<file path="src/rtl/mtes_pkg.sv">
// ----------------------------------------------------------------------------
// mtes_pkg
// Shared types and constants for the MIDI track event serializer: payload
// layouts, event codes, status bytes and the delta-time digit geometry.
// ----------------------------------------------------------------------------
package mtes_pkg;

   // Field widths
   localparam int ACTION_W = 2;
   localparam int DELTA_W  = 28;
   localparam int NOTE_W   = 7;
   localparam int VEL_W    = 7;
   localparam int TEMPO_W  = 24;
   localparam int BYTE_W   = 8;

   // Variable-length quantity geometry: 7-bit digits, at most four of them
   localparam int VLQ_DIGIT_W    = 7;
   localparam int VLQ_MAX_DIGITS = DELTA_W / VLQ_DIGIT_W;
   localparam int VLQ_CNT_W      = $clog2(VLQ_MAX_DIGITS + 1);

   // Event body: at most six bytes (meta tempo)
   localparam int BODY_MAX_BYTES = 6;
   localparam int BODY_W         = BODY_MAX_BYTES * BYTE_W;
   localparam int BODY_CNT_W     = $clog2(BODY_MAX_BYTES + 1);

   // Event codes
   typedef enum logic [ACTION_W-1:0] {
      ACTION_NOTE_ON  = 2'd0,
      ACTION_NOTE_OFF = 2'd1,
      ACTION_TEMPO    = 2'd2
   } action_type;

   // Track bytes
   localparam logic [BYTE_W-1:0] STATUS_NOTE_ON  = 8'h90;
   localparam logic [BYTE_W-1:0] STATUS_NOTE_OFF = 8'h80;
   localparam logic [BYTE_W-1:0] NOTE_OFF_VEL    = 8'h40;
   localparam logic [BYTE_W-1:0] META_PREFIX     = 8'hFF;
   localparam logic [BYTE_W-1:0] META_TEMPO      = 8'h51;
   localparam logic [BYTE_W-1:0] META_TEMPO_LEN  = 8'h03;

   typedef struct packed {
      logic [ACTION_W-1:0] action;
      logic [DELTA_W-1:0]  delta_ticks;
      logic [NOTE_W-1:0]   note_number;
      logic [VEL_W-1:0]    note_velocity;
      logic [TEMPO_W-1:0]  tempo_us_per_beat;
   } req_payload_type;

   typedef struct packed {
      logic [BYTE_W-1:0] out_byte;
      logic              last_byte;
   } rsp_payload_type;

   // Control from the sequencer to the delta-time shifter
   typedef struct packed {
      logic load;
      logic shift;
   } vlq_ctrl_type;

   // Status from the delta-time shifter
   typedef struct packed {
      logic [BYTE_W-1:0] vlq_byte;
      logic              final_digit;
   } vlq_status_type;

endpackage

</file>
<file path="src/rtl/mtes_if.sv">
// ----------------------------------------------------------------------------
// mtes_req_if / mtes_rsp_if
// Valid/ready channels for event requests and serialized track bytes.
// ----------------------------------------------------------------------------
interface mtes_req_if;
   import mtes_pkg::*;

   logic            valid;
   logic            ready;
   req_payload_type payload;

   modport source (output valid, output payload, input ready);
   modport sink   (input valid, input payload, output ready);
endinterface

interface mtes_rsp_if;
   import mtes_pkg::*;

   logic            valid;
   logic            ready;
   rsp_payload_type payload;

   modport source (output valid, output payload, input ready);
   modport sink   (input valid, input payload, output ready);
endinterface

</file>
<file path="src/rtl/midi_track_event_serializer_core.sv">
// ----------------------------------------------------------------------------
// midi_track_event_serializer_core
// Turns one track event request into Standard MIDI File track bytes: the
// delta time as a variable-length quantity, then the event body.
// Taking a request enters the delta state, which registers the first byte.
// Throughput: one byte per cycle while the sink is ready; an event is 1+3 to
// 4+6 bytes (4 to 10), plus the idle state in which the request is taken.
// The byte sequencer handles one event at a time; the next request is taken
// once the final byte has been registered, even while that byte still waits.
// An undefined event code is accepted and produces no bytes.
// Reset (synchronous, active high) clears the sequencer and the output valid.
// ----------------------------------------------------------------------------
module midi_track_event_serializer_core (
   input  logic        clock,
   input  logic        reset,
   mtes_req_if.sink    req_bus,
   mtes_rsp_if.source  rsp_bus
);
   import mtes_pkg::*;

   // One-hot sequencer states
   typedef enum logic [2:0] {
      ST_IDLE = 3'b001,
      ST_VLQ  = 3'b010,
      ST_BODY = 3'b100
   } state_type;

   state_type              state_ff, state_in;
   logic [BODY_W-1:0]      body_ff, body_in;
   logic [BODY_CNT_W-1:0]  body_cnt_ff, body_cnt_in;
   logic                   rsp_valid_ff, rsp_valid_in;
   logic [BYTE_W-1:0]      rsp_byte_ff, rsp_byte_in;
   logic                   rsp_last_ff, rsp_last_in;

   vlq_ctrl_type   vlq_ctrl;
   vlq_status_type vlq_status;

   logic req_fire;
   logic advance;
   logic known_action;
   logic body_final;

   mtes_vlq_shifter u_vlq (
      .clock  (clock),
      .reset  (reset),
      .ctrl   (vlq_ctrl),
      .delta  (req_bus.payload.delta_ticks),
      .status (vlq_status)
   );

   // Take a new request only between events
   assign req_bus.ready = (state_ff == ST_IDLE);
   assign req_fire      = req_bus.valid && req_bus.ready;

   // The output register may load when empty or when its byte is leaving
   assign advance = !rsp_valid_ff || rsp_bus.ready;

   assign known_action = (req_bus.payload.action == ACTION_NOTE_ON)
                      || (req_bus.payload.action == ACTION_NOTE_OFF)
                      || (req_bus.payload.action == ACTION_TEMPO);

   assign body_final = (body_cnt_ff == BODY_CNT_W'(1));

   always_comb begin
      state_in       = state_ff;
      body_in        = body_ff;
      body_cnt_in    = body_cnt_ff;
      rsp_valid_in   = rsp_valid_ff;
      rsp_byte_in    = rsp_byte_ff;
      rsp_last_in    = rsp_last_ff;
      vlq_ctrl.load  = 1'b0;
      vlq_ctrl.shift = 1'b0;

      // Drop a byte once the sink takes it
      if (rsp_valid_ff && rsp_bus.ready) begin
         rsp_valid_in = 1'b0;
      end

      case (state_ff)
         ST_IDLE: begin
            if (req_fire && known_action) begin
               vlq_ctrl.load = 1'b1;
               state_in      = ST_VLQ;
               // Build the body left-aligned, first byte on top
               if (req_bus.payload.action == ACTION_NOTE_ON) begin
                  body_in     = {STATUS_NOTE_ON, 1'b0, req_bus.payload.note_number,
                                 1'b0, req_bus.payload.note_velocity,
                                 (BODY_W - 3*BYTE_W)'(0)};
                  body_cnt_in = BODY_CNT_W'(3);
               end else if (req_bus.payload.action == ACTION_NOTE_OFF) begin
                  body_in     = {STATUS_NOTE_OFF, 1'b0, req_bus.payload.note_number,
                                 NOTE_OFF_VEL, (BODY_W - 3*BYTE_W)'(0)};
                  body_cnt_in = BODY_CNT_W'(3);
               end else begin
                  body_in     = {META_PREFIX, META_TEMPO, META_TEMPO_LEN,
                                 req_bus.payload.tempo_us_per_beat};
                  body_cnt_in = BODY_CNT_W'(BODY_MAX_BYTES);
               end
            end
         end
         ST_VLQ: begin
            // Emit one delta digit per cycle while not stalled, continuation bit on all but the last
            if (advance) begin
               rsp_valid_in   = 1'b1;
               rsp_byte_in    = vlq_status.vlq_byte;
               rsp_last_in    = 1'b0;
               vlq_ctrl.shift = 1'b1;
               if (vlq_status.final_digit) begin
                  state_in = ST_BODY;
               end
            end
         end
         ST_BODY: begin
            // Shift the body out a byte at a time; flag the final one
            if (advance) begin
               rsp_valid_in = 1'b1;
               rsp_byte_in  = body_ff[BODY_W-1 -: BYTE_W];
               rsp_last_in  = body_final;
               body_in      = body_ff << BYTE_W;
               body_cnt_in  = body_cnt_ff - BODY_CNT_W'(1);
               if (body_final) begin
                  state_in = ST_IDLE;
               end
            end
         end
         default: begin
            state_in = ST_IDLE;
         end
      endcase
   end

   always_ff @(posedge clock) begin
      body_ff     <= body_in;
      rsp_byte_ff <= rsp_byte_in;
      rsp_last_ff <= rsp_last_in;
      if (reset) begin
         state_ff     <= ST_IDLE;
         body_cnt_ff  <= '0;
         rsp_valid_ff <= 1'b0;
      end else begin
         state_ff     <= state_in;
         body_cnt_ff  <= body_cnt_in;
         rsp_valid_ff <= rsp_valid_in;
      end
   end

   assign rsp_bus.valid             = rsp_valid_ff;
   assign rsp_bus.payload.out_byte  = rsp_byte_ff;
   assign rsp_bus.payload.last_byte = rsp_last_ff;

endmodule

</file>
<file path="src/rtl/mtes_vlq_shifter.sv">
// ----------------------------------------------------------------------------
// mtes_vlq_shifter
// Delta-time shifter: left-aligns the delta on its leading nonzero 7-bit digit
// (one zero digit if zero) and hands out one VLQ byte per shift, MSB first.
// ----------------------------------------------------------------------------
module mtes_vlq_shifter (
   input  logic                          clock,
   input  logic                          reset,
   input  mtes_pkg::vlq_ctrl_type        ctrl,
   input  logic [mtes_pkg::DELTA_W-1:0]  delta,
   output mtes_pkg::vlq_status_type      status
);
   import mtes_pkg::*;

   logic [DELTA_W-1:0]   shift_ff, shift_in;
   logic [VLQ_CNT_W-1:0] cnt_ff, cnt_in;
   logic [VLQ_CNT_W-1:0] load_cnt;
   logic [DELTA_W-1:0]   load_word;

   // Count significant digits, at least one
   always_comb begin
      load_cnt = VLQ_CNT_W'(1);
      for (int i = 1; i < VLQ_MAX_DIGITS; i++) begin
         if (delta[i*VLQ_DIGIT_W +: VLQ_DIGIT_W] != '0) begin
            load_cnt = VLQ_CNT_W'(i + 1);
         end
      end
   end

   // Left-align so the leading digit sits at the top
   always_comb begin
      load_word = delta;
      for (int i = 1; i <= VLQ_MAX_DIGITS; i++) begin
         if (load_cnt == VLQ_CNT_W'(i)) begin
            load_word = delta << ((VLQ_MAX_DIGITS - i) * VLQ_DIGIT_W);
         end
      end
   end

   always_comb begin
      shift_in = shift_ff;
      cnt_in   = cnt_ff;
      if (ctrl.load) begin
         shift_in = load_word;
         cnt_in   = load_cnt;
      end else if (ctrl.shift) begin
         shift_in = shift_ff << VLQ_DIGIT_W;
         cnt_in   = cnt_ff - VLQ_CNT_W'(1);
      end
   end

   always_ff @(posedge clock) begin
      shift_ff <= shift_in;
      if (reset) begin
         cnt_ff <= '0;
      end else begin
         cnt_ff <= cnt_in;
      end
   end

   assign status.final_digit = (cnt_ff == VLQ_CNT_W'(1));
   assign status.vlq_byte    = {~status.final_digit,
                                shift_ff[DELTA_W-1 -: VLQ_DIGIT_W]};

endmodule

</file>
<file path="src/flat_wrapper.sv">
// flat-port wrapper written by rule: the top's interface ports become plain ports
module midi_track_event_serializer_core_flat import mtes_pkg::*;
  (clock, reset, req_bus_valid, req_bus_payload, req_bus_ready, rsp_bus_valid, rsp_bus_payload, rsp_bus_ready);
  mtes_req_if req_bus_i ();
  mtes_rsp_if rsp_bus_i ();
  input  logic clock;
  input  logic reset;
  input wire logic [$bits(req_bus_i.valid)-1:0] req_bus_valid;
  input wire logic [$bits(req_bus_i.payload)-1:0] req_bus_payload;
  output wire logic [$bits(req_bus_i.ready)-1:0] req_bus_ready;
  output wire logic [$bits(rsp_bus_i.valid)-1:0] rsp_bus_valid;
  output wire logic [$bits(rsp_bus_i.payload)-1:0] rsp_bus_payload;
  input wire logic [$bits(rsp_bus_i.ready)-1:0] rsp_bus_ready;
  assign req_bus_i.valid = req_bus_valid;
  assign req_bus_i.payload = req_bus_payload;
  assign req_bus_ready = req_bus_i.ready;
  assign rsp_bus_valid = rsp_bus_i.valid;
  assign rsp_bus_payload = rsp_bus_i.payload;
  assign rsp_bus_i.ready = rsp_bus_ready;
  midi_track_event_serializer_core u_core (.clock(clock), .reset(reset), .req_bus(req_bus_i), .rsp_bus(rsp_bus_i));
endmodule
</file>
<file path="config.mk">
export PLATFORM = sky130hd
export DESIGN_NAME = midi_track_event_serializer_core_flat
export DESIGN_NICKNAME = d
export VERILOG_FILES = /design/src/rtl/mtes_pkg.sv /design/src/rtl/mtes_if.sv /design/src/rtl/midi_track_event_serializer_core.sv /design/src/rtl/mtes_vlq_shifter.sv /design/src/flat_wrapper.sv
export SDC_FILE = /design/constraint.sdc
export NUM_CORES = 1
export LEC_CHECK = 0
export BUFFER_PORTS_ARGS = -buffer_cell sky130_fd_sc_hd__buf_2
export CORE_ASPECT_RATIO = 0.8
export CORE_UTILIZATION = 35
export DETAILED_ROUTE_END_ITERATION = 8
export GPL_TIMING_DRIVEN = 0
export PLACE_DENSITY = 0.51
export SYNTH_ARGS = -nofsm -noshare
export SYNTH_HDL_FRONTEND = slang
export SYNTH_SLANG_ARGS = --single-unit
</file>
<file path="constraint.sdc">
create_clock -name clock -period 5.6 [get_ports clock]
set_input_delay 0 -clock clock [delete_from_list [all_inputs] [get_ports clock]]
set_output_delay 0 -clock clock [all_outputs]
set_load 0.1 [all_outputs]
</file>
==> reports/qor.txt, run 1 <==
DP HPWL: 7880 um
Dpl cell area: 5240 um^2
Area Growth Syn to Fin: 27.5%
DIE AREA: 13600 um^2
Status: complete, no violations
Post-route cell area: 5860 um^2
FFs w/ async S/R, synth: 0
Via density: 5.07
Post-route antenna net violation count: 0
Synth Cell Area: 4600 um^2
Post-Syn Instances: 433
Vias: 3739
Leak: 2.28 nW
ANT cells: 0
Worst hold path class: in2reg
Worst Setup End Kind: flip-flop
Initial antenna violation count: 0
Post-synth top flop: edfxtp_1
GR Util All Layers: 0.171
Register area share after synthesis: 0.599
Post-synth EDFFs: 85
Hold Buf Count CTS: 33
Final WS setup: 3250 ps
Worst setup SP type: flip-flop
Crit-path max FO: 28
Pins over their slew limit: 0
First-pass GRT wire length: 17700 um
Fin crit share: 0.420
Fill cells: 1239
Port bufs: 80
Most common cell in the netlist: nand2_1
Max Cap Viol: 0
Net Switching: 0.454 mW
Total core area: 12800 um^2
RD Place Congestion: 0.850
Ys Warns: 0
Max H-tree Level: 3
Post-route insts no fill: 738
Int Power: 1.31 mW
Cell Rows: 37
Clk pwr share: 0.350
Comb pwr share: 0.151
Clock Tree Buf Depth: 2
Synth Register Bits: 95
CTS root buf: clkbuf_16
Slew margin rel.: 0.256
Net Count, Synth: 509
Setup repair bufs after CTS: 0
Worst Path Arrival: 2310 ps
CTS tree: built
Final TNS setup: 0 ps
Die H: 105 um
Top routing layer in use: met4
Tmin final: 2350 ps
Largest net degree at the start of global routing: 34
Initial Util: 0.358
Vias in the first global route: 3522
Worst Path Required: 5560 ps
TritonRoute pass-1 iters: 7
Grt ovf: 0
WL/cell: 15.1 um
Layout cells sized above 1: 0.226
Cells after DPL: 689
Library cells used by synthesis: 53
Net Sw Frac: 0.258
CTS clk-pin slew, worst paths: 70 ps
Flop pwr share: 0.499
WL met2: 5120 um
Endpoints failing setup: 0
Syn Area/Cell: 10.6 um^2
Initial DRC Count: 356
Worst Tran Pin Value: 1120 ps
Max VDD drop: 0.155 mV
DRC violations left: 0
Synth area leaders: edfxtp_1, nand2_1, dfxtp_1
Hold Fails Final Rpt: 0
IO Pins: 83
CTS Buf Count: 9
Die Width: 130 um
Clk_lat worst skew: 340 ps
Nets@finish: 634
Yosys top cell area share: 0.555
Highest clock rate: 0.425 GHz
Post-synth top area cell: edfxtp_1
RSZ-0062 raised after global routing: false
Post-Route WL: 11200 um
Post-CTS resize count: 0
Setup WS pre-CTS: 3240 ps
Tot Pwr: 1.76 mW
Synth cell count leaders: nand2_1, edfxtp_1, nand3_1
Wl on met1: 5320 um
Crit Path Category: reg2reg
# clock sinks: 95
WL met3: 570 um
Clock skew: 8.99 ps
Power Dens Cells: 300 nW/um^2
==> kinds of logic (layout without fill, tap and decap cells) <==
family                     Yosys count  count (layout)  share of synthesized area
and+or+nand+nor                    204             204                      0.210
AOI/OAI and AO/OA                   85              85                      0.125
DFF                                 95              95                      0.599
xor gates and xnor gates             1               1                    0.00191
adders and majority gates            4               4                     0.0109
muxes                                6               6                     0.0131
buffers and inverters               38             168                     0.0397
==> per-layer routing <==
metal | GRT usage | vias up
li1 | - | 1834
met1 | 0.240 | 1769
met2 | 0.257 | 120
met3 | 0.0422 | 16
met4 | 0.0581 | 0
met5 | 0 | -
==> critical path, stage by stage (launching register included) <==
cell	delay, ps
dfxtp_1	300
buf_2	180
nor3b_1	450
a22oi_1	180
inv_1	840
==> stage by stage <==
stage	utilization	hold WS, ps
6_report	0.457	12.1
5_1_grt	0.457	21.3
4_1_cts	0.457	0.135
3_5_place_dp	0.408	306
3_3_place_gp	0.407	300
2_1_floorplan	-	204
==> registers in the layout, indices dropped and copies added, names as in the netlist <==
name / cells
u_core.body_ff: 48
u_core.u_vlq.shift_ff: 28
u_core.rsp_byte_ff: 8
u_core.body_cnt_ff: 3
u_core.state_ff: 3
u_core.u_vlq.cnt_ff: 3
u_core.rsp_bus.valid: 1
u_core.rsp_last_ff: 1
==> power groups by stage <==
stage	Clock (mW)	Sequential [mW]	Combinational (mW)
after floorplan	0	0.905	0.147
after global placement	0	0.895	0.242
after detailed placement	0	0.894	0.250
after CTS	0.636	0.878	0.267
after global routing	0.654	0.885	0.293
final	0.615	0.878	0.266
==> worst paths after layout <==
check / start / to / slack (ps) / cells after the start
worst min register to register: u_core.body_cnt_ff[0]$_SDFFE_PP0P_ / u_core.body_cnt_ff[0]$_SDFFE_PP0P_ / 510 / 2
worst max register to register: u_core.state_ff[1]$_SDFFE_PP0P_ / u_core.u_vlq.shift_ff[26]$_DFFE_PP_ / 3250 / 4
worst max-delay path: u_core.state_ff[1]$_SDFFE_PP0P_ / u_core.u_vlq.shift_ff[26]$_DFFE_PP_ / 3250 / 4
worst min-delay path: req_bus_payload[34] / u_core.body_ff[35]$_DFFE_PP_ / 10 / 3
==> final cells by class <==
cell class | instances | area (um^2) | area share
sequential | 95 | 2750 | 0.469
multi-input combinational | 300 | 1660 | 0.283
timing repair buffer | 114 | 751 | 0.128
clock buffer | 10 | 229 | 0.0391
tap | 175 | 219 | 0.0373
buffer | 27 | 140 | 0.0239
clock inverter | 6 | 67.6 | 0.0115
inverter | 11 | 42.5 | 0.00726
==> layout by cell type (no fill, tap or decap), drive strengths merged, types with 9 or more instances in the layout <==
cell,count
edfxtp,85
dlygate4sd3,33
buf,98
clkbuf,20
and3,14
a21oi,13
nor2,28
o21ai,29
inv,12
nand3,30
a31oi,9
dfxtp,10
nand2,103
Note: power is estimated with default switching activity, not from simulation.
==> run 2: changes to the inputs <==
--- a/config.mk
+++ b/config.mk
@@ -10,7 +10,7 @@
 export CORE_UTILIZATION = 35
 export DETAILED_ROUTE_END_ITERATION = 8
 export GPL_TIMING_DRIVEN = 0
-export PLACE_DENSITY = 0.51
+export PLACE_DENSITY = 0.53
 export SYNTH_ARGS = -nofsm -noshare
 export SYNTH_HDL_FRONTEND = slang
 export SYNTH_SLANG_ARGS = --single-unit
==> constraint.sdc (replaced) <==
create_clock -name clock -period 1.95 [get_ports clock]
set_input_delay 0 -clock clock [delete_from_list [all_inputs] [get_ports clock]]
set_output_delay 0 -clock clock [all_outputs]
set_load 0.1 [all_outputs]
==> reports/qor.txt, run 2 (synthesized netlist as in run 1, its figures left out) <==
Via density: 5.07 (about the same)
Area Growth Syn to Fin: 31.0% (was 27.5%)
CTS clk-pin slew, worst paths: 70 ps (about the same)
WL/cell: 15.5 um (was 15.1 um)
DP HPWL: 7750 um (was 7880 um)
Layout cells sized above 1: 0.281 (was 0.226)
Hold Fails Final Rpt: 0 (unchanged)
Max VDD drop: 0.520 mV (was 0.155 mV)
CTS tree: built (unchanged)
Commonest cells after routing, fill and taps aside: nand2_1, edfxtp_1, buf_2 (unchanged)
CTS Buf Count: 9 (unchanged)
Final TNS setup: 0 ps (unchanged)
Die Width: 130 um (unchanged)
Status: complete, no violations (unchanged)
Total core area: 12800 um^2 (unchanged)
Port bufs: 80 (unchanged)
Power Dens Cells: 857 nW/um^2 (was 300 nW/um^2)
Worst hold path class: in2reg (unchanged)
DRC violations left: 0 (unchanged)
Crit Path Category: reg2reg (unchanged)
Tot Pwr: 5.16 mW (was 1.76 mW)
RD Place Congestion: 0.883 (was 0.850)
Vias in the first global route: 3523 (was 3522)
Max H-tree Level: 3 (unchanged)
CP Cell Sequence: or3b_4, nor4_4, buf_6, o21ai_0, o21ai_1 (was buf_2, nor3b_1, a22oi_1, inv_1)
Clk_lat worst skew: 340 ps (about the same)
Regs by FF count: u_core.body_ff x48, u_core.u_vlq.shift_ff x28, u_core.rsp_byte_ff x8 (unchanged)
Clock skew: 8.26 ps (was 8.99 ps)
Initial DRC Count: 291 (was 356)
Fill cells: 1223 (was 1239)
IO Pins: 83 (unchanged)
Nets@finish: 641 (was 634)
Worst Path Arrival: 2060 ps (was 2310 ps)
Leak: 2.35 nW (was 2.28 nW)
Post-route antenna net violation count: 0 (unchanged)
Initial antenna violation count: 1 (was 0)
Grt ovf: 0 (unchanged)
Initial Util: 0.358 (unchanged)
Clock Tree Buf Depth: 2 (unchanged)
Final Util: 0.470 (was 0.457)
Endpoints failing setup: 0 (unchanged)
Worst Tran Pin Value: 1010 ps (was 1120 ps)
Max reg flops: 48 (unchanged)
Crit-path max cell delay: 470 ps (was 840 ps)
Tmin final: 1880 ps (was 2350 ps)
# clock sinks: 95 (unchanged)
Worst setup SP type: flip-flop (unchanged)
Worst Setup End Kind: flip-flop (unchanged)
Most common cell after layout, fill and taps aside: nand2_1 (unchanged)
Die H: 105 um (unchanged)
Slew margin rel.: 0.320 (was 0.256)
First-pass GRT wire length: 17900 um (was 17700 um)
Worst Path Required: 2120 ps (was 5560 ps)
Pins over their slew limit: 0 (unchanged)
CP max-delay cell: or3b_4 (was inv_1)
Fin crit share: 0.966 (was 0.420)
Cell Rows: 37 (unchanged)
Crit-path max FO: 8 (was 28)
CTS root buf: clkbuf_16 (unchanged)
Highest clock rate: 0.531 GHz (was 0.425 GHz)
Top reg by flops: u_core.body_ff (unchanged)
Post-Route WL: 11600 um (was 11200 um)
TritonRoute pass-1 iters: 5 (was 7)
Max Cap Viol: 0 (unchanged)
Largest net degree at the start of global routing: 17 (was 34)
DIE AREA: 13600 um^2 (unchanged)
Vias: 3783 (was 3739)
GR Util All Layers: 0.175 (was 0.171)
==> run 2: power breakdown <==
group | internal (mW) | total [mW] | leakage [nW] | switching, mW
clock network | 1.03 | 1.79 | 0.145 | 0.760
logic | 0.318 | 0.841 | 1.32 | 0.523
registers | 2.47 | 2.53 | 0.880 | 0.0550
total | 3.82 | 5.16 | 2.35 | 1.34
==> run 2: final timing paths <==
check | start | to | slack (ps) | cells past startpoint
setup / recovery | u_core.state_ff[2]$_SDFFE_PP0P_ | u_core.u_vlq.shift_ff[26]$_DFFE_PP_ | 70 | 5
hold / removal | req_bus_payload[59] | u_core.u_vlq.shift_ff[21]$_DFFE_PP_ | 5 | 3
setup reg to reg | u_core.state_ff[2]$_SDFFE_PP0P_ | u_core.u_vlq.shift_ff[26]$_DFFE_PP_ | 70 | 5
hold reg to reg | u_core.body_cnt_ff[2]$_SDFFE_PP0P_ | u_core.body_cnt_ff[2]$_SDFFE_PP0P_ | 500 | 2
==> run 2: layout make-up <==
class | instances | area, um^2 | share of cell area
Timing Repair inverter | 4 | 30.0 | 0.00499
Clock buffer | 10 | 239 | 0.0397
Inverter | 11 | 61.3 | 0.0102
Multi-Input combinational cell | 300 | 1700 | 0.282
Sequential cell | 95 | 2760 | 0.458
Antenna cell | 1 | 2.50 | 0.000415
Tap cell | 175 | 219 | 0.0364
Buffer | 25 | 166 | 0.0276
Timing Repair Buffer | 119 | 781 | 0.130
Clock inverter | 6 | 67.6 | 0.0112
==> run 2: timing repair <==
action                                 CTS  global route
pin swaps                                2             3
setup endpoints to repair              144            79
endpoints found under the hold margin   31             0
hold buffers                            31             0
gates cloned                             4             1
resized for setup                       15            16
buffers inserted                         3             4
==> run 2: per-layer routing <==
metal	GRT usage	wire length, um	vias up
met3	0.0412	614	16
met1	0.243	5460	1786
met2	0.264	5320	127
met4	0.0623	191	0
li1	-	-	1854
met5	0	0	-
==> run 2: critical path: cells and delay by family, from the launching register on <==
| family | cells | cell delay, ps |
|---|---|---|
| AOI/OAI and AO/OA | 2 | 280 |
| and+or+nand+nor | 2 | 880 |
| buffers and inverters | 1 | 180 |
| DFF | 1 | 380 |
==> run 2: metrics by stage <==
stage / hold WS, ps / worst slack, ps / std cells / instance area (um^2)
2_1_floorplan: 204 / -384 / 433 / 4630
3_3_place_gp: 299 / -689 / 688 / 5250
3_5_place_dp: 300 / -736 / 688 / 5250
4_1_cts: 0.781 / 12.9 / 742 / 5960
5_1_grt: 17.8 / -10.8 / 746 / 6020
6_report: 5.15 / 66.5 / 746 / 6020
